--- src/hw/rtl/pfs_pkg.sv ---
// Shared constants and command types of the parenthesised-fragment stripper.
`default_nettype none

package pfs_pkg;

   // Default size of the hold store, in bytes.
   localparam int unsigned HOLD_DEPTH_DEF = 63;

   // Depth of the command queue between the front and the back.
   localparam int unsigned CMDQ_DEPTH = 4;

   // Text bytes with a meaning of their own.
   localparam logic [7:0] CH_NL    = 8'd10;
   localparam logic [7:0] CH_OPEN  = 8'd40;
   localparam logic [7:0] CH_CLOSE = 8'd41;

   // Work handed from the front to the back.
   typedef enum logic {
      CMD_EMIT,
      CMD_FLUSH
   } cmd_kind_type;

   typedef struct packed {
      cmd_kind_type kind;    // emit one byte, or replay the hold store
      logic [7:0]   ch;      // byte to emit for CMD_EMIT
      logic         ovf;     // flushed bytes carry the overflow mark
      logic         with_nl; // a newline follows the flushed bytes
   } cmd_type;

endpackage

`default_nettype wire

--- src/hw/rtl/pfs_req_if.sv ---
// Input channel: one text byte per word.
`default_nettype none

interface pfs_req_if;
   logic       valid;
   logic       ready;
   logic [7:0] ch;

   modport source (output valid, output ch, input ready);
   modport sink (input valid, input ch, output ready);
endinterface

`default_nettype wire

--- src/hw/rtl/pfs_rsp_if.sv ---
// Result channel: one output byte with its last and overflow marks per word.
`default_nettype none

interface pfs_rsp_if;
   logic       valid;
   logic       ready;
   logic [7:0] out_char;
   logic       last;
   logic       overflow;

   modport source (output valid, output out_char, output last, output overflow, input ready);
   modport sink (input valid, input out_char, input last, input overflow, output ready);
endinterface

`default_nettype wire

--- src/hw/rtl/paren_fragment_stripper.sv ---
// Top level of the parenthesised-fragment stripper: front, command queue, hold store, back.
//
//   channel   direction  handshake               payload
//   req_bus   in         valid / ready           ch [7:0]
//   rsp_bus   out        valid / ready           out_char [7:0], last, overflow
//
// In passing mode a word is taken every cycle while rsp_bus keeps ready high, and its byte
// reaches rsp_bus through the command queue and then the back's output register. A flush
// of the hold store is paced by its registered read port: the back takes the command, then
// reads and emits each held byte in turn, then the trailing newline when one is due. The
// front takes no word from the moment a flush is queued until the back has finished it, nor
// while the command queue is full. Reset is synchronous and clears the mode, the count,
// the queue and the output register; the hold store needs no clearing. Either channel may
// stall at any time without loss.
`default_nettype none

module paren_fragment_stripper #(
   parameter int unsigned HOLD_DEPTH = pfs_pkg::HOLD_DEPTH_DEF
) (
   input  wire logic   clock,
   input  wire logic   reset,
   pfs_req_if.sink     req_bus,
   pfs_rsp_if.source   rsp_bus
);

   localparam int unsigned AddrW = (HOLD_DEPTH > 1) ? $clog2(HOLD_DEPTH) : 1;
   localparam int unsigned CntW  = $clog2(HOLD_DEPTH + 1);

   // Front to queue.
   logic             push;
   pfs_pkg::cmd_type push_cmd;
   logic             q_full;

   // Queue to back.
   pfs_pkg::cmd_type head_cmd;
   logic             q_empty;
   logic             pop;

   // Hold store ports.
   logic             wr_en;
   logic [AddrW-1:0] wr_addr;
   logic [7:0]       wr_data;
   logic             rd_en;
   logic [AddrW-1:0] rd_addr;
   logic [7:0]       rd_data;

   // Flush handover: the length is held steady by the front until the back reports done.
   logic [CntW-1:0]  flush_len;
   logic             flush_done;

   pfs_front #(
      .HOLD_DEPTH (HOLD_DEPTH)
   ) u_front (
      .clock      (clock),
      .reset      (reset),
      .req_bus    (req_bus),
      .q_full     (q_full),
      .push       (push),
      .push_cmd   (push_cmd),
      .wr_en      (wr_en),
      .wr_addr    (wr_addr),
      .wr_data    (wr_data),
      .flush_len  (flush_len),
      .flush_done (flush_done)
   );

   pfs_cmd_fifo u_cmd_fifo (
      .clock    (clock),
      .reset    (reset),
      .push     (push),
      .push_cmd (push_cmd),
      .pop      (pop),
      .head_cmd (head_cmd),
      .empty    (q_empty),
      .full     (q_full)
   );

   // The hold store: written by the front as a fragment builds up, read back by the back
   // only once a flush command has been queued, so the two never touch the same byte at once.
   pfs_ram #(
      .WIDTH (8),
      .DEPTH (HOLD_DEPTH)
   ) u_hold_ram (
      .clock   (clock),
      .wr_en   (wr_en),
      .wr_addr (wr_addr),
      .wr_data (wr_data),
      .rd_en   (rd_en),
      .rd_addr (rd_addr),
      .rd_data (rd_data)
   );

   pfs_back #(
      .HOLD_DEPTH (HOLD_DEPTH)
   ) u_back (
      .clock      (clock),
      .reset      (reset),
      .head_cmd   (head_cmd),
      .q_empty    (q_empty),
      .pop        (pop),
      .flush_len  (flush_len),
      .rd_en      (rd_en),
      .rd_addr    (rd_addr),
      .rd_data    (rd_data),
      .flush_done (flush_done),
      .rsp_bus    (rsp_bus)
   );

endmodule

`default_nettype wire

--- src/hw/rtl/pfs_ram.sv ---
// Generic single-write, single-read RAM with a registered read port.
`default_nettype none

module pfs_ram #(
   parameter int unsigned WIDTH = 8,
   parameter int unsigned DEPTH = 63
) (
   input  wire logic                                     clock,
   input  wire logic                                     wr_en,
   input  wire logic [((DEPTH > 1) ? $clog2(DEPTH) : 1)-1:0] wr_addr,
   input  wire logic [WIDTH-1:0]                         wr_data,
   input  wire logic                                     rd_en,
   input  wire logic [((DEPTH > 1) ? $clog2(DEPTH) : 1)-1:0] rd_addr,
   output      logic [WIDTH-1:0]                         rd_data
);

   logic [WIDTH-1:0] mem_ff [DEPTH];
   logic [WIDTH-1:0] rd_data_ff;

   always_ff @(posedge clock) begin
      if (wr_en) begin
         mem_ff[wr_addr] <= wr_data;
      end
      if (rd_en) begin
         rd_data_ff <= mem_ff[rd_addr];
      end
   end

   assign rd_data = rd_data_ff;

endmodule

`default_nettype wire

--- src/hw/rtl/pfs_cmd_fifo.sv ---
// Short command queue between the front and the back.
`default_nettype none

module pfs_cmd_fifo (
   input  wire logic             clock,
   input  wire logic             reset,
   input  wire logic             push,
   input  wire pfs_pkg::cmd_type push_cmd,
   input  wire logic             pop,
   output      pfs_pkg::cmd_type head_cmd,
   output      logic             empty,
   output      logic             full
);

   localparam int unsigned PtrW = $clog2(pfs_pkg::CMDQ_DEPTH);
   localparam int unsigned CntW = $clog2(pfs_pkg::CMDQ_DEPTH + 1);

   pfs_pkg::cmd_type entry_ff [pfs_pkg::CMDQ_DEPTH];
   logic [PtrW-1:0]  wr_ptr_ff, wr_ptr_in;
   logic [PtrW-1:0]  rd_ptr_ff, rd_ptr_in;
   logic [CntW-1:0]  count_ff, count_in;
   logic             do_push;
   logic             do_pop;

   assign empty    = (count_ff == CntW'(0));
   assign full     = (count_ff == CntW'(pfs_pkg::CMDQ_DEPTH));
   assign head_cmd = entry_ff[rd_ptr_ff];
   assign do_push  = push && !full;
   assign do_pop   = pop && !empty;

   always_comb begin
      wr_ptr_in = wr_ptr_ff;
      rd_ptr_in = rd_ptr_ff;
      count_in  = count_ff;
      if (do_push) begin
         wr_ptr_in = (wr_ptr_ff == PtrW'(pfs_pkg::CMDQ_DEPTH - 1)) ? '0 : wr_ptr_ff + 1'b1;
      end
      if (do_pop) begin
         rd_ptr_in = (rd_ptr_ff == PtrW'(pfs_pkg::CMDQ_DEPTH - 1)) ? '0 : rd_ptr_ff + 1'b1;
      end
      if (do_push && !do_pop) begin
         count_in = count_ff + 1'b1;
      end else if (do_pop && !do_push) begin
         count_in = count_ff - 1'b1;
      end
   end

   always_ff @(posedge clock) begin
      if (do_push) begin
         entry_ff[wr_ptr_ff] <= push_cmd;
      end
   end

   always_ff @(posedge clock) begin
      if (reset) begin
         wr_ptr_ff <= '0;
         rd_ptr_ff <= '0;
         count_ff  <= '0;
      end else begin
         wr_ptr_ff <= wr_ptr_in;
         rd_ptr_ff <= rd_ptr_in;
         count_ff  <= count_in;
      end
   end

endmodule

`default_nettype wire

--- src/hw/rtl/pfs_front.sv ---
// Front end: accepts words, tracks holding mode, fills the hold store, issues commands.
`default_nettype none

module pfs_front #(
   parameter int unsigned HOLD_DEPTH = pfs_pkg::HOLD_DEPTH_DEF
) (
   input  wire logic                                           clock,
   input  wire logic                                           reset,
   pfs_req_if.sink                                             req_bus,
   input  wire logic                                           q_full,
   output      logic                                           push,
   output      pfs_pkg::cmd_type                               push_cmd,
   output      logic                                           wr_en,
   output      logic [((HOLD_DEPTH > 1) ? $clog2(HOLD_DEPTH) : 1)-1:0] wr_addr,
   output      logic [7:0]                                     wr_data,
   output      logic [$clog2(HOLD_DEPTH + 1)-1:0]              flush_len,
   input  wire logic                                           flush_done
);

   localparam int unsigned AddrW = (HOLD_DEPTH > 1) ? $clog2(HOLD_DEPTH) : 1;
   localparam int unsigned CntW  = $clog2(HOLD_DEPTH + 1);

   logic            holding_ff, holding_in;
   logic [CntW-1:0] count_ff, count_in;
   logic            pend_ff, pend_in;
   logic [CntW-1:0] len_ff, len_in;
   logic            accept;
   logic [CntW-1:0] count_inc;

   // A flush in flight owns the hold store, so nothing is taken until it is done.
   assign req_bus.ready = !q_full && !pend_ff;
   assign accept        = req_bus.valid && req_bus.ready;
   assign count_inc     = count_ff + CntW'(1);
   assign flush_len     = len_ff;

   always_comb begin
      holding_in = holding_ff;
      count_in   = count_ff;
      pend_in    = pend_ff;
      len_in     = len_ff;
      push       = 1'b0;
      push_cmd   = '{kind: pfs_pkg::CMD_EMIT, ch: req_bus.ch, ovf: 1'b0, with_nl: 1'b0};
      wr_en      = 1'b0;
      wr_addr    = count_ff[AddrW-1:0];
      wr_data    = req_bus.ch;

      if (flush_done) begin
         pend_in = 1'b0;
      end

      if (accept) begin
         if (req_bus.ch == pfs_pkg::CH_NL) begin
            push = 1'b1;
            if (holding_ff) begin
               push_cmd.kind    = pfs_pkg::CMD_FLUSH;
               push_cmd.with_nl = 1'b1;
               len_in           = count_ff;
               pend_in          = 1'b1;
               holding_in       = 1'b0;
               count_in         = '0;
            end
         end else if (holding_ff && req_bus.ch == pfs_pkg::CH_CLOSE) begin
            holding_in = 1'b0;
            count_in   = '0;
         end else if (holding_ff || req_bus.ch == pfs_pkg::CH_OPEN) begin
            // Append to the hold store; the count is zero when a hold opens.
            wr_en      = 1'b1;
            holding_in = 1'b1;
            count_in   = count_inc;
            if (count_inc == CntW'(HOLD_DEPTH)) begin
               push         = 1'b1;
               push_cmd.kind = pfs_pkg::CMD_FLUSH;
               push_cmd.ovf  = 1'b1;
               len_in       = count_inc;
               pend_in      = 1'b1;
               holding_in   = 1'b0;
               count_in     = '0;
            end
         end else begin
            push = 1'b1;
         end
      end
   end

   always_ff @(posedge clock) begin
      len_ff <= len_in;
      if (reset) begin
         holding_ff <= 1'b0;
         count_ff   <= '0;
         pend_ff    <= 1'b0;
      end else begin
         holding_ff <= holding_in;
         count_ff   <= count_in;
         pend_ff    <= pend_in;
      end
   end

endmodule

`default_nettype wire

--- src/hw/rtl/pfs_back.sv ---
// Back end: carries out commands and drives the registered result channel.
`default_nettype none

module pfs_back #(
   parameter int unsigned HOLD_DEPTH = pfs_pkg::HOLD_DEPTH_DEF
) (
   input  wire logic                                           clock,
   input  wire logic                                           reset,
   input  wire pfs_pkg::cmd_type                               head_cmd,
   input  wire logic                                           q_empty,
   output      logic                                           pop,
   input  wire logic [$clog2(HOLD_DEPTH + 1)-1:0]              flush_len,
   output      logic                                           rd_en,
   output      logic [((HOLD_DEPTH > 1) ? $clog2(HOLD_DEPTH) : 1)-1:0] rd_addr,
   input  wire logic [7:0]                                     rd_data,
   output      logic                                           flush_done,
   pfs_rsp_if.source                                           rsp_bus
);

   localparam int unsigned AddrW = (HOLD_DEPTH > 1) ? $clog2(HOLD_DEPTH) : 1;
   localparam int unsigned CntW  = $clog2(HOLD_DEPTH + 1);

   typedef enum logic [1:0] {
      ST_RUN,
      ST_READ,
      ST_DATA,
      ST_NL
   } state_type;

   state_type        state_ff;
   logic [AddrW-1:0] addr_ff;
   logic             ovf_ff;
   logic             nl_ff;
   logic             rsp_valid_ff;
   logic [7:0]       rsp_char_ff;
   logic             rsp_last_ff;
   logic             rsp_ovf_ff;
   logic             out_free;
   logic             at_end;
   logic             load_out;

   assign out_free = !rsp_valid_ff || rsp_bus.ready;
   assign at_end   = (CntW'(addr_ff) + CntW'(1)) == flush_len;
   assign rd_addr  = addr_ff;

   assign rsp_bus.valid    = rsp_valid_ff;
   assign rsp_bus.out_char = rsp_char_ff;
   assign rsp_bus.last     = rsp_last_ff;
   assign rsp_bus.overflow = rsp_ovf_ff;

   always_comb begin
      pop        = 1'b0;
      rd_en      = 1'b0;
      flush_done = 1'b0;
      load_out   = 1'b0;
      unique case (state_ff)
         ST_RUN: begin
            if (!q_empty) begin
               pop      = (head_cmd.kind == pfs_pkg::CMD_FLUSH) || out_free;
               load_out = (head_cmd.kind == pfs_pkg::CMD_EMIT) && out_free;
            end
         end
         ST_READ: begin
            rd_en = 1'b1;
         end
         ST_DATA: begin
            flush_done = out_free && at_end && !nl_ff;
            load_out   = out_free;
         end
         ST_NL: begin
            flush_done = out_free;
            load_out   = out_free;
         end
      endcase
   end

   always_ff @(posedge clock) begin
      if (reset) begin
         state_ff     <= ST_RUN;
         rsp_valid_ff <= 1'b0;
      end else begin
         if (load_out) begin
            rsp_valid_ff <= 1'b1;
         end else if (rsp_bus.ready) begin
            rsp_valid_ff <= 1'b0;
         end
         unique case (state_ff)
            ST_RUN: begin
               if (pop) begin
                  if (head_cmd.kind == pfs_pkg::CMD_FLUSH) begin
                     addr_ff  <= '0;
                     ovf_ff   <= head_cmd.ovf;
                     nl_ff    <= head_cmd.with_nl;
                     state_ff <= ST_READ;
                  end else begin
                     rsp_char_ff  <= head_cmd.ch;
                     rsp_last_ff  <= 1'b1;
                     rsp_ovf_ff   <= 1'b0;
                  end
               end
            end
            ST_READ: begin
               state_ff <= ST_DATA;
            end
            ST_DATA: begin
               if (out_free) begin
                  rsp_char_ff  <= rd_data;
                  rsp_last_ff  <= at_end && !nl_ff;
                  rsp_ovf_ff   <= ovf_ff;
                  if (!at_end) begin
                     addr_ff  <= addr_ff + 1'b1;
                     state_ff <= ST_READ;
                  end else if (nl_ff) begin
                     state_ff <= ST_NL;
                  end else begin
                     state_ff <= ST_RUN;
                  end
               end
            end
            ST_NL: begin
               if (out_free) begin
                  rsp_char_ff  <= pfs_pkg::CH_NL;
                  rsp_last_ff  <= 1'b1;
                  rsp_ovf_ff   <= 1'b0;
                  state_ff     <= ST_RUN;
               end
            end
         endcase
      end
   end

endmodule

`default_nettype wire

--- src/flat_wrapper.sv ---
// flat-port wrapper written by rule: the top's interface ports become plain ports
module paren_fragment_stripper_flat 
#(
   parameter int unsigned HOLD_DEPTH = pfs_pkg::HOLD_DEPTH_DEF
)
  (clock, reset, req_bus_valid, req_bus_ch, req_bus_ready, rsp_bus_valid, rsp_bus_out_char, rsp_bus_last, rsp_bus_overflow, rsp_bus_ready);
  pfs_req_if req_bus_i ();
  pfs_rsp_if rsp_bus_i ();
  input  wire logic clock;
  input  wire logic reset;
  input wire logic [$bits(req_bus_i.valid)-1:0] req_bus_valid;
  input wire logic [$bits(req_bus_i.ch)-1:0] req_bus_ch;
  output wire logic [$bits(req_bus_i.ready)-1:0] req_bus_ready;
  output wire logic [$bits(rsp_bus_i.valid)-1:0] rsp_bus_valid;
  output wire logic [$bits(rsp_bus_i.out_char)-1:0] rsp_bus_out_char;
  output wire logic [$bits(rsp_bus_i.last)-1:0] rsp_bus_last;
  output wire logic [$bits(rsp_bus_i.overflow)-1:0] rsp_bus_overflow;
  input wire logic [$bits(rsp_bus_i.ready)-1:0] rsp_bus_ready;
  assign req_bus_i.valid = req_bus_valid;
  assign req_bus_i.ch = req_bus_ch;
  assign req_bus_ready = req_bus_i.ready;
  assign rsp_bus_valid = rsp_bus_i.valid;
  assign rsp_bus_out_char = rsp_bus_i.out_char;
  assign rsp_bus_last = rsp_bus_i.last;
  assign rsp_bus_overflow = rsp_bus_i.overflow;
  assign rsp_bus_i.ready = rsp_bus_ready;
  paren_fragment_stripper #(.HOLD_DEPTH(HOLD_DEPTH)) u_core (.clock(clock), .reset(reset), .req_bus(req_bus_i), .rsp_bus(rsp_bus_i));
endmodule
--- config.mk ---
export PLATFORM = sky130hd
export DESIGN_NAME = paren_fragment_stripper_flat
export DESIGN_NICKNAME = d
export VERILOG_FILES = /design/src/hw/rtl/pfs_pkg.sv /design/src/hw/rtl/pfs_req_if.sv /design/src/hw/rtl/pfs_rsp_if.sv /design/src/hw/rtl/paren_fragment_stripper.sv /design/src/hw/rtl/pfs_ram.sv /design/src/hw/rtl/pfs_cmd_fifo.sv /design/src/hw/rtl/pfs_front.sv /design/src/hw/rtl/pfs_back.sv /design/src/flat_wrapper.sv
export SDC_FILE = /design/constraint.sdc
export NUM_CORES = 1
export LEC_CHECK = 0
export BUFFER_PORTS_ARGS = -buffer_cell sky130_fd_sc_hd__buf_2
export CAP_MARGIN = 20
export CORE_MARGIN = 5
export CORE_UTILIZATION = 45
export CTS_BUF_LIST = sky130_fd_sc_hd__clkbuf_2 sky130_fd_sc_hd__clkbuf_4 sky130_fd_sc_hd__clkbuf_8
export DETAILED_ROUTE_END_ITERATION = 8
export PLACE_DENSITY = 0.66
export SETUP_SLACK_MARGIN = 0.1
export SYNTH_ARGS = -nofsm -noshare
export SYNTH_HDL_FRONTEND = slang
export SYNTH_SLANG_ARGS = --single-unit
--- constraint.sdc ---
create_clock -name clock -period 3 [get_ports clock]
set_input_delay 0.45 -clock clock [delete_from_list [all_inputs] [get_ports clock]]
set_output_delay 0.45 -clock clock [all_outputs]
set_load 0.01 [all_outputs]
==> impl_metrics.ini, run 1 <==
[timing]
rsz0062_at_grt = false
hold_viol = 0
setup_viol = 0
slew_headroom_pct = 45.31
worstMarginPinSlew_ps = 818.6
drv_slew = 0
min_period_over_period_pct = 90.59
skew_ps = 34.53
finalCriticalPeriod_ps = 2718
fmax_ghz = 0.3680
holdWs_ps = 135.5

[layout]
nets = 1464
stdcell_count = 2208
drive_gt1_share_pct = 32.23
areaGrowthSynthToFinish_pct = 16.13
fill_cells = 4151
fin_area_um2 = 27720

[place]
dp_hpwl_mm = 32.59
placed_area_um2 = 25830
place_inst = 2030
io_buffer_count = 23
place_congestion = 0.9061

[grt]
grt_overflow = 0
grt_pass1_wl_mm = 79.22
grt_pass1_vias = 12610
grt_start_max_net_pins = 75
antenna_found_initial = 4
grtUsageTotal_pct = 18.46

[worst_setup_path]
crit-reg2reg-launch = u_core.u_front.wr_addr[0]
crit_start = u_core.u_front.wr_addr[0]
cp-start-kind = flop
worstSetupPathType = flop to flop
crit_family = adder cells
crit_buf_inv = 1
worst-path-max-fanout = 3
required_ps = 3600
cpPeakStageDelay_ps = 380
slowest_stage = dfxtp_1
path_common_cell = xor2_1
setup.worst_path.end_class = flop
arrival_ps = 3310
crit_chain = ha_1, xor2_1, and3_1, and3_4, o311a_4, ha_2, inv_1, fa_1, xor2_1, or3_1, a21oi_1

[synthesis]
synth_edf_count = 580
synth_area_leader_cell = edfxtp_1
synth-async-reset-ratio_pct = 0
ys_seq_elements = 600
yosysTopAreaCellShare_pct = 72.97
netlist_top_cells_count = edfxtp_1, mux4_2, nor2_1
synth_fp_nets = 1247
ys_seq_area_share_pct = 74.64
synthCells = 1225
syn_area_um2 = 23870
ys.flop_type = edfxtp_1
synth_cell_types = 64
synthMostInstantiatedCell = edfxtp_1
syn_avg_cell_area_um2 = 19.49
yosysWarnings = 0
ys_top_cells_by_area = edfxtp_1, mux4_2, mux2i_1, dfxtp_1, nor2_1

[status]
status = complete, no violations

[floorplan]
ios = 24
rows = 84
initial_core_util_pct = 45.42
die_w_um = 240.3
die_area_um2 = 57750
die_h_um = 240.3
coreArea_um2 = 52550

[hold_path]
hold_path_class = primary input to flop
hp-start = rsp_bus_ready

[cts]
htreeDepth = 3
clock_path_buffers = 3
cts_inserted_buffers = 95
clkTransAtPathRegs_ps = 70
clk_latency_ps = 670
cts.sinks = 600
cts_tree = done
root_buffer = clkbuf_8

[power]
power_mw = 19.95
vdd_drop_max_mv = 0.2976
p_leak_nw = 9.217
p_per_area_nw_per_um2 = 719.8

[route]
drt-wirelength-per-cell_um = 23.61
ant_nets = 0
drtIter0Drc = 914
via_per_inst = 5.507
drc = 0
via_count = 12160
wirelength_mm = 52.13
firstDrtPassIters = 5

[run]
drv_cap = 0
## sequential cells by signal (all words and copies together), names as in the netlist, named ones only
signal and count:
u_core.u_back.ovf_ff 1, u_core.u_front.pend_ff 1, u_core.u_back.rd_addr 6, u_core.u_front.wr_addr 6
u_core.u_back.state_ff 2, u_core.u_back.rsp_bus.overflow 1, u_core.u_cmd_fifo.count_ff 3, u_core.u_back.nl_ff 1
u_core.u_cmd_fifo.rd_ptr_ff 2, u_core.u_front.flush_len 6, u_core.u_hold_ram.mem_ff 504, u_core.u_front.holding_ff 1
u_core.u_back.rsp_bus.out_char 8, u_core.u_cmd_fifo.entry_ff 44, u_core.u_cmd_fifo.wr_ptr_ff 2, u_core.u_hold_ram.rd_data 8
u_core.u_back.rsp_bus.last 1, u_core.u_back.rsp_bus.valid 1
## routing by layer
layer	part of all wire [%]	wire (um)	global-route usage, %
met1	44	22720	26.21
met5	0	0	0
met3	5.2	2698	3.579
met4	2.6	1375	6.585
met2	49	25330	28.98
## through the flow
| stage | TNS [ps] | setup WS [ps] | utilization, % |
|---|---|---|---|
| floorplan | 0 | 110.1 | - |
| global placement | -166940 | -387.9 | 49.15 |
| detailed placement | -241920 | -544.9 | 49.15 |
| CTS | 0 | 154.2 | 52.70 |
| global route | 0 | 107.6 | 52.74 |
| finish | 0 | 282.4 | 52.75 |
## worst reg2reg max path, delay by kind of cell, from the launching register on
family | cells | cell delay, ps
AOI/OAI and AO/OA | 2 | 380
xor gates and xnor gates | 2 | 310
adders and majority gates | 3 | 770
buffers and inverters | 1 | 50
DFF | 1 | 380
and+or+nand+nor | 3 | 750
## what timing repair did
action,4_1_cts,5_1_grt
resized for setup,2,3
buffers inserted,3,0
hold buffers,0,0
pin swaps,0,0
endpoints found under the setup margin,8,39
## layout by cell type, fill, tap and decap left out, types with 3 or more instances in the layout
master / count
edfxtp_1: 580
buf_4: 152
mux4_2: 129
clkbuf_8: 96
nor2_1: 94
mux2i_1: 65
clkbuf_4: 40
nand2_1: 32
a21oi_1: 27
o21ai_0: 25
buf_2: 23
clkinv_1: 21
dfxtp_1: 20
nor3_1: 16
nor2b_1: 15
o22ai_1: 14
inv_1: 13
o221ai_1: 10
buf_12: 10
nand2b_1: 9
xnor2_1: 9
and2_1: 8
ha_1: 8
clkinv_2: 8
xor2_1: 7
a211oi_1: 6
nand3_1: 5
o32a_1: 5
or3_1: 5
mux2_2: 4
nand3b_1: 4
or2_1: 4
diode_2: 3
clkinvlp_4: 3
## cell families (layout without fill, tap and decap cells)
family,after synthesis,in the layout,share of synthesized area [%]
AOI/OAI and AO/OA,103,103,2.773
xor gates and xnor gates,20,20,0.8282
adders and majority gates,11,11,0.5976
buffers and inverters,79,371,1.672
DFF,600,600,74.64
muxes,198,198,15.09
other,0,3,0
and+or+nand+nor,214,214,4.398
## report_power, final
group          switching, mW  leakage, nW  internal [mW]
registers              0.138         5.38           9.50
clock network           3.06        0.969           3.57
logic                   2.00         2.87           1.69
total                   5.20         9.22           14.8
## final timing paths
check / slack, ps / endpoint / depth (start not counted)
hold / removal: 140 / u_core.u_back.state_ff[0] / 4
hold reg to reg: 500 / u_core.u_cmd_fifo.rd_ptr_ff[0] / 2
setup reg to reg: 280 / u_core.u_cmd_fifo.count_ff[2] / 11
setup / recovery: 280 / u_core.u_cmd_fifo.count_ff[2] / 11
## cell type report
class                           instances  area, um^2  share of cell area, %
Inverter                               14       52.55                 0.1896
Clock inverter                         36       205.2                 0.7403
Multi-Input combinational cell        546        5698                  20.56
Antenna cell                            3       7.507                0.02708
Tap cell                              688       860.8                  3.106
Timing Repair Buffer                  185        1456                  5.254
Sequential cell                       600       17820                  64.28
Clock buffer                          136        1622                  5.850
(Power assumes the default switching activity.)
==> run 2: changes to the inputs <==
--- a/config.mk
+++ b/config.mk
@@ -12,6 +12,7 @@
 export CTS_BUF_LIST = sky130_fd_sc_hd__clkbuf_2 sky130_fd_sc_hd__clkbuf_4 sky130_fd_sc_hd__clkbuf_8
 export DETAILED_ROUTE_END_ITERATION = 8
 export PLACE_DENSITY = 0.66
+export REMOVE_ABC_BUFFERS = 1
 export SETUP_SLACK_MARGIN = 0.1
 export SYNTH_ARGS = -nofsm -noshare
 export SYNTH_HDL_FRONTEND = slang
==> impl_metrics.ini, run 2 (synthesized netlist as in run 1, its figures left out) <==
[timing]
setup_viol = 0
rsz0062_at_grt = true
holdWs_ps = 148.4
fmax_ghz = 0.3544
slew_headroom_pct = 37.86
finalCriticalPeriod_ps = 2822
worstMarginPinSlew_ps = 925.0
skew_ps = 43.11
min_period_over_period_pct = 94.05
drv_slew = 0
hold_viol = 0

[layout]
final_cell_mix = edfxtp_1, buf_4, mux4_2
top_register = u_core.u_hold_ram.mem_ff
drive_gt1_share_pct = 30.59
reg_top3 = u_core.u_hold_ram.mem_ff: 504 flops, u_core.u_cmd_fifo.entry_ff: 44 flops
stdcell_count = 2192
nets = 1453
areaGrowthSynthToFinish_pct = 15.85
final_common_cell = edfxtp_1
largest_reg_flops = 504
fill_cells = 4172
antenna_cells = 0

[cts]
root_buffer = clkbuf_8
clkTransAtPathRegs_ps = 60
cts_inserted_buffers = 95
clock_path_buffers = 3
htreeDepth = 3
clk_latency_ps = 680
cts_tree = done
cts.sinks = 600
cts_setup_buffers = 0

[route]
wirelength_mm = 52.33
via_per_inst = 5.570
via_count = 12210
drt-wirelength-per-cell_um = 23.87
firstDrtPassIters = 5
drtIter0Drc = 1130
ant_nets = 0
drc = 0

[worst_setup_path]
r2r.worst_path.cells = 11
cp-start-kind = flop
crit_start = u_core.u_front.wr_addr[0]
setup.worst_path.end_class = flop
arrival_ps = 3420
worst-path-max-fanout = 4
r2r-end = u_core.u_cmd_fifo.count_ff[2]
worstSetupPathType = flop to flop
crit-reg2reg-launch = u_core.u_front.wr_addr[0]
rrSetupSlack_ps = 180
required_ps = 3590

[floorplan]
die_h_um = 240.3
rows = 84
ios = 24
die_area_um2 = 57750
initial_core_util_pct = 45.42
coreArea_um2 = 52550
die_w_um = 240.3

[status]
status = complete, no violations

[grt]
gr-usage-met3_pct = 4.118
grtUsageTotal_pct = 18.42
antenna_found_initial = 2
grt_pass1_vias = 12530
use_met1_pct = 26.84
grt_start_max_net_pins = 68
grt.busiest_layer = met2
grt_overflow = 0
groute.layer.met2.usage_pct = 27.81
grt_pass1_wl_mm = 78.88

[power]
seqPwrFrac_pct = 47.8
power.switching_mw = 5.263
vdd_drop_max_mv = 0.3242
p_leak_nw = 9.156
internal_power_mw = 14.90
p_clk_share_pct = 34.1
pwr-share-comb_pct = 18.1
p_per_area_nw_per_um2 = 729.0
swShare_pct = 26.11
power_mw = 20.16

[hold_path]
hp-start = rsp_bus_ready
hold_path_class = primary input to flop
min_to = u_core.u_back.state_ff[0]
min_path_cells = 4

[place]
place_inst = 2022
dp_hpwl_mm = 32.89
place_congestion = 0.9096
io_buffer_count = 23

[run]
drv_cap = 0
## run 2: changes by cell type in the layout (fill, tap and decap cells not counted), moves of 2 or more
cell / before / now
clkbuf_4: 40 / 20
buf_4: 152 / 141
clkinv_1: 21 / 32
bufinv_16: 1 / 6
diode_2: 3 / 0
clkinv_2: 8 / 10
## run 2: power by group through the flow
stage	sequential [mW]	clock (mW)	combinational [mW]
floorplan	10.2	0	2.17
global placement	9.80	0	3.62
detailed placement	9.80	0	3.67
CTS	9.63	7.04	3.69
global route	9.65	7.43	3.94
finish	9.63	6.87	3.66
## run 2: cell type report
class / count / area, um^2 / area share [%]
timing repair buffer: 174 / 1374 / 4.968
clock buffer: 116 / 1471 / 5.321
multi-input combinational: 546 / 5670 / 20.51
sequential: 600 / 17820 / 64.43
clock inverter: 54 / 406.6 / 1.471
inverter: 14 / 52.55 / 0.1900
tap: 688 / 860.8 / 3.113
## run 2: how the worst max path moves through the flow
| stage | to | slack (ps) | depth (start not counted) |
|---|---|---|---|
| finish | u_core.u_cmd_fifo.count_ff[2] | 180 | 11 |
| global route | u_core.u_cmd_fifo.count_ff[2] | 10 | 11 |
| CTS | u_core.u_cmd_fifo.count_ff[2] | 140 | 11 |
| detailed placement | u_core.u_hold_ram.mem_ff[37][4] | -430 | 12 |
| global placement | u_core.u_hold_ram.mem_ff[28][0] | -420 | 12 |
| floorplan | u_core.u_back.state_ff[1] | -4610 | 7 |
## run 2: repair_timing
action                                  4_1_cts  5_1_grt
resized for setup                             0        2
endpoints found under the setup margin        0      233
hold buffers                                  0        0
## run 2: worst max-delay path: stages, from the launching register on
cell and delay (ps):
dfxtp_1 420, ha_1 220, xor2_1 150, and3_1 210, and3_1 220, o311a_4 230, ha_1 190, inv_1 60
fa_1 370, xor2_1 180, or3_1 310, a21oi_1 180
## run 2: per-stage QoR
step	util [%]	worst slack [ps]	setup TNS [ps]	cell area (um^2)
floorplan	-	-4607	-96790	23520
global placement	49.01	-423.2	-163450	25760
detailed placement	49.01	-430.5	-160560	25760
CTS	52.59	136.3	0	27640
global route	52.62	9.955	0	27650
finish	52.62	178.4	0	27650
## run 2: per-layer routing
metal  vias up  share of wire [%]
met5         -                  0
met4         0                3.0
met3       102                6.9
met2       427                 46
met1      6289                 44
li1       5392                  -
==> run 3: changes to the inputs <==
--- a/config.mk
+++ b/config.mk
@@ -7,6 +7,7 @@
 export LEC_CHECK = 0
 export BUFFER_PORTS_ARGS = -buffer_cell sky130_fd_sc_hd__buf_2
 export CAP_MARGIN = 20
+export CORE_ASPECT_RATIO = 1.5
 export CORE_MARGIN = 5
 export CORE_UTILIZATION = 45
 export CTS_BUF_LIST = sky130_fd_sc_hd__clkbuf_2 sky130_fd_sc_hd__clkbuf_4 sky130_fd_sc_hd__clkbuf_8
==> impl_metrics.ini, run 3 (synthesized netlist as in run 1, its figures left out) <==
[status]
status = complete, no violations

[layout]
final_common_cell = edfxtp_1
largest_reg_flops = 504
multi_input_area_um2 = 5653
stdcell_count = 2185
fill_cells = 4090
areaGrowthSynthToFinish_pct = 15.61
top_register = u_core.u_hold_ram.mem_ff
nets = 1455
reg_top3 = u_core.u_hold_ram.mem_ff: 504 flops, u_core.u_cmd_fifo.entry_ff: 44 flops
drive_gt1_share_pct = 31.27
final_cell_mix = edfxtp_1, buf_4, mux4_2
area.sequential_um2 = 17820

[timing]
setup_viol = 0
holdWs_ps = 162.1
worstMarginPinSlew_ps = 786.0
finalCriticalPeriod_ps = 2753
fmax_ghz = 0.3632
min_period_over_period_pct = 91.78
hold_viol = 0
skew_ps = 25.07
tns_ps = 0
rsz0062_at_grt = false
drv_slew = 0
slew_headroom_pct = 47.20

[place]
io_buffer_count = 23
place_inst = 2029
place_congestion = 0.8052
dp_hpwl_mm = 34.05

[grt]
grt_pass1_wl_mm = 78.77
grtUsageTotal_pct = 18.13
grt_pass1_vias = 12720
antenna_found_initial = 3
grt_overflow = 0
grt_start_max_net_pins = 68

[route]
firstDrtPassIters = 5
drtIter0Drc = 918
via_per_inst = 5.507
via_count = 12030
ant_nets = 0
drt-wirelength-per-cell_um = 23.69
drc = 0
wirelength_mm = 51.77

[floorplan]
coreArea_um2 = 52580
ios = 24
rows = 103
die_w_um = 198.0
initial_core_util_pct = 45.40
die_area_um2 = 57840
die_h_um = 292.1

[power]
power_mw = 19.73
internal_power_mw = 14.67
p_clk_share_pct = 32.2
seqPwrFrac_pct = 48.8
vdd_drop_max_mv = 0.5424
swShare_pct = 25.68
power.switching_mw = 5.067
p_leak_nw = 9.164
p_per_area_nw_per_um2 = 715.1
pwr-share-comb_pct = 19.0

[worst_setup_path]
worstSetupPathType = flop to flop
arrival_ps = 3110
required_ps = 3360
setup.worst_path.end_class = flop
worst-path-max-fanout = 40
cp-start-kind = flop

[cts]
cts_tree = done
post_cts_resize_count = 0
cts.sinks = 600
clk_latency_ps = 640
cts_hold_buf = 0
clock_path_buffers = 3
clkTransAtPathRegs_ps = 60
cts_inserted_buffers = 84
root_buffer = clkbuf_8
htreeDepth = 3
cts_setup_buffers = 0

[run]
drv_cap = 0

[hold_path]
hold_path_class = primary input to flop
-- run 3: cell type report --
class	count	share of cell area [%]
inverter	14	0.1904
tap	682	3.092
sequential	600	64.57
multi-input combinational	546	20.49
clock buffer	118	5.205
clock inverter	35	0.9612
antenna	3	0.02720
timing repair buffer	187	5.468
-- run 3: through the flow --
stage / worst slack, ps / area, um^2 / utilization, %
6_report: 246.5 / 27600 / 52.48
5_1_grt: 106.4 / 27590 / 52.47
4_1_cts: 240.4 / 27590 / 52.47
3_5_place_dp: -105.9 / 25880 / 49.23
3_3_place_gp: -89.13 / 25880 / 49.23
2_1_floorplan: -4607 / 23520 / -
-- run 3: path summary, 6_finish.rpt --
path                                       end  depth (start not counted)  slack, ps                            from
setup / recovery  u_core.u_hold_ram.rd_data[3]                          6        250        u_core.u_back.rd_addr[0]
hold / removal       u_core.u_back.state_ff[0]                          4        160                   rsp_bus_ready
setup reg to reg  u_core.u_hold_ram.rd_data[3]                          6        250        u_core.u_back.rd_addr[0]
hold reg to reg                           flop                          2        520  u_core.u_cmd_fifo.rd_ptr_ff[0]
-- run 3: power by group through the flow --
| stage | clock network, mW | registers [mW] | logic (mW) |
|---|---|---|---|
| after CTS | 6.52 | 9.63 | 3.81 |
| after global routing | 6.91 | 9.65 | 4.03 |
| after global placement | 0 | 9.80 | 3.75 |
| after detailed placement | 0 | 9.81 | 3.81 |
| final | 6.35 | 9.64 | 3.75 |
| after floorplan | 0 | 10.2 | 2.17 |
-- run 3: routing by layer --
metal  track usage (%)  wire length (um)  part of all wire [%]  vias up
met4             6.486              1634                   3.2        0
met2             31.81             27660                    53      383
met1             22.61             19730                    38     6189
met5                 0                 0                     0        -
li1                  -                 -                     -     5382
met3             3.186              2743                   5.3       79
-- run 3: worst max-delay path: stages, from the launching register on --
cell      delay [ps]
edfxtp_1         370
buf_12           170
buf_12           310
mux4_2           580
mux4_2           510
nor2b_1          150
o32a_1           370
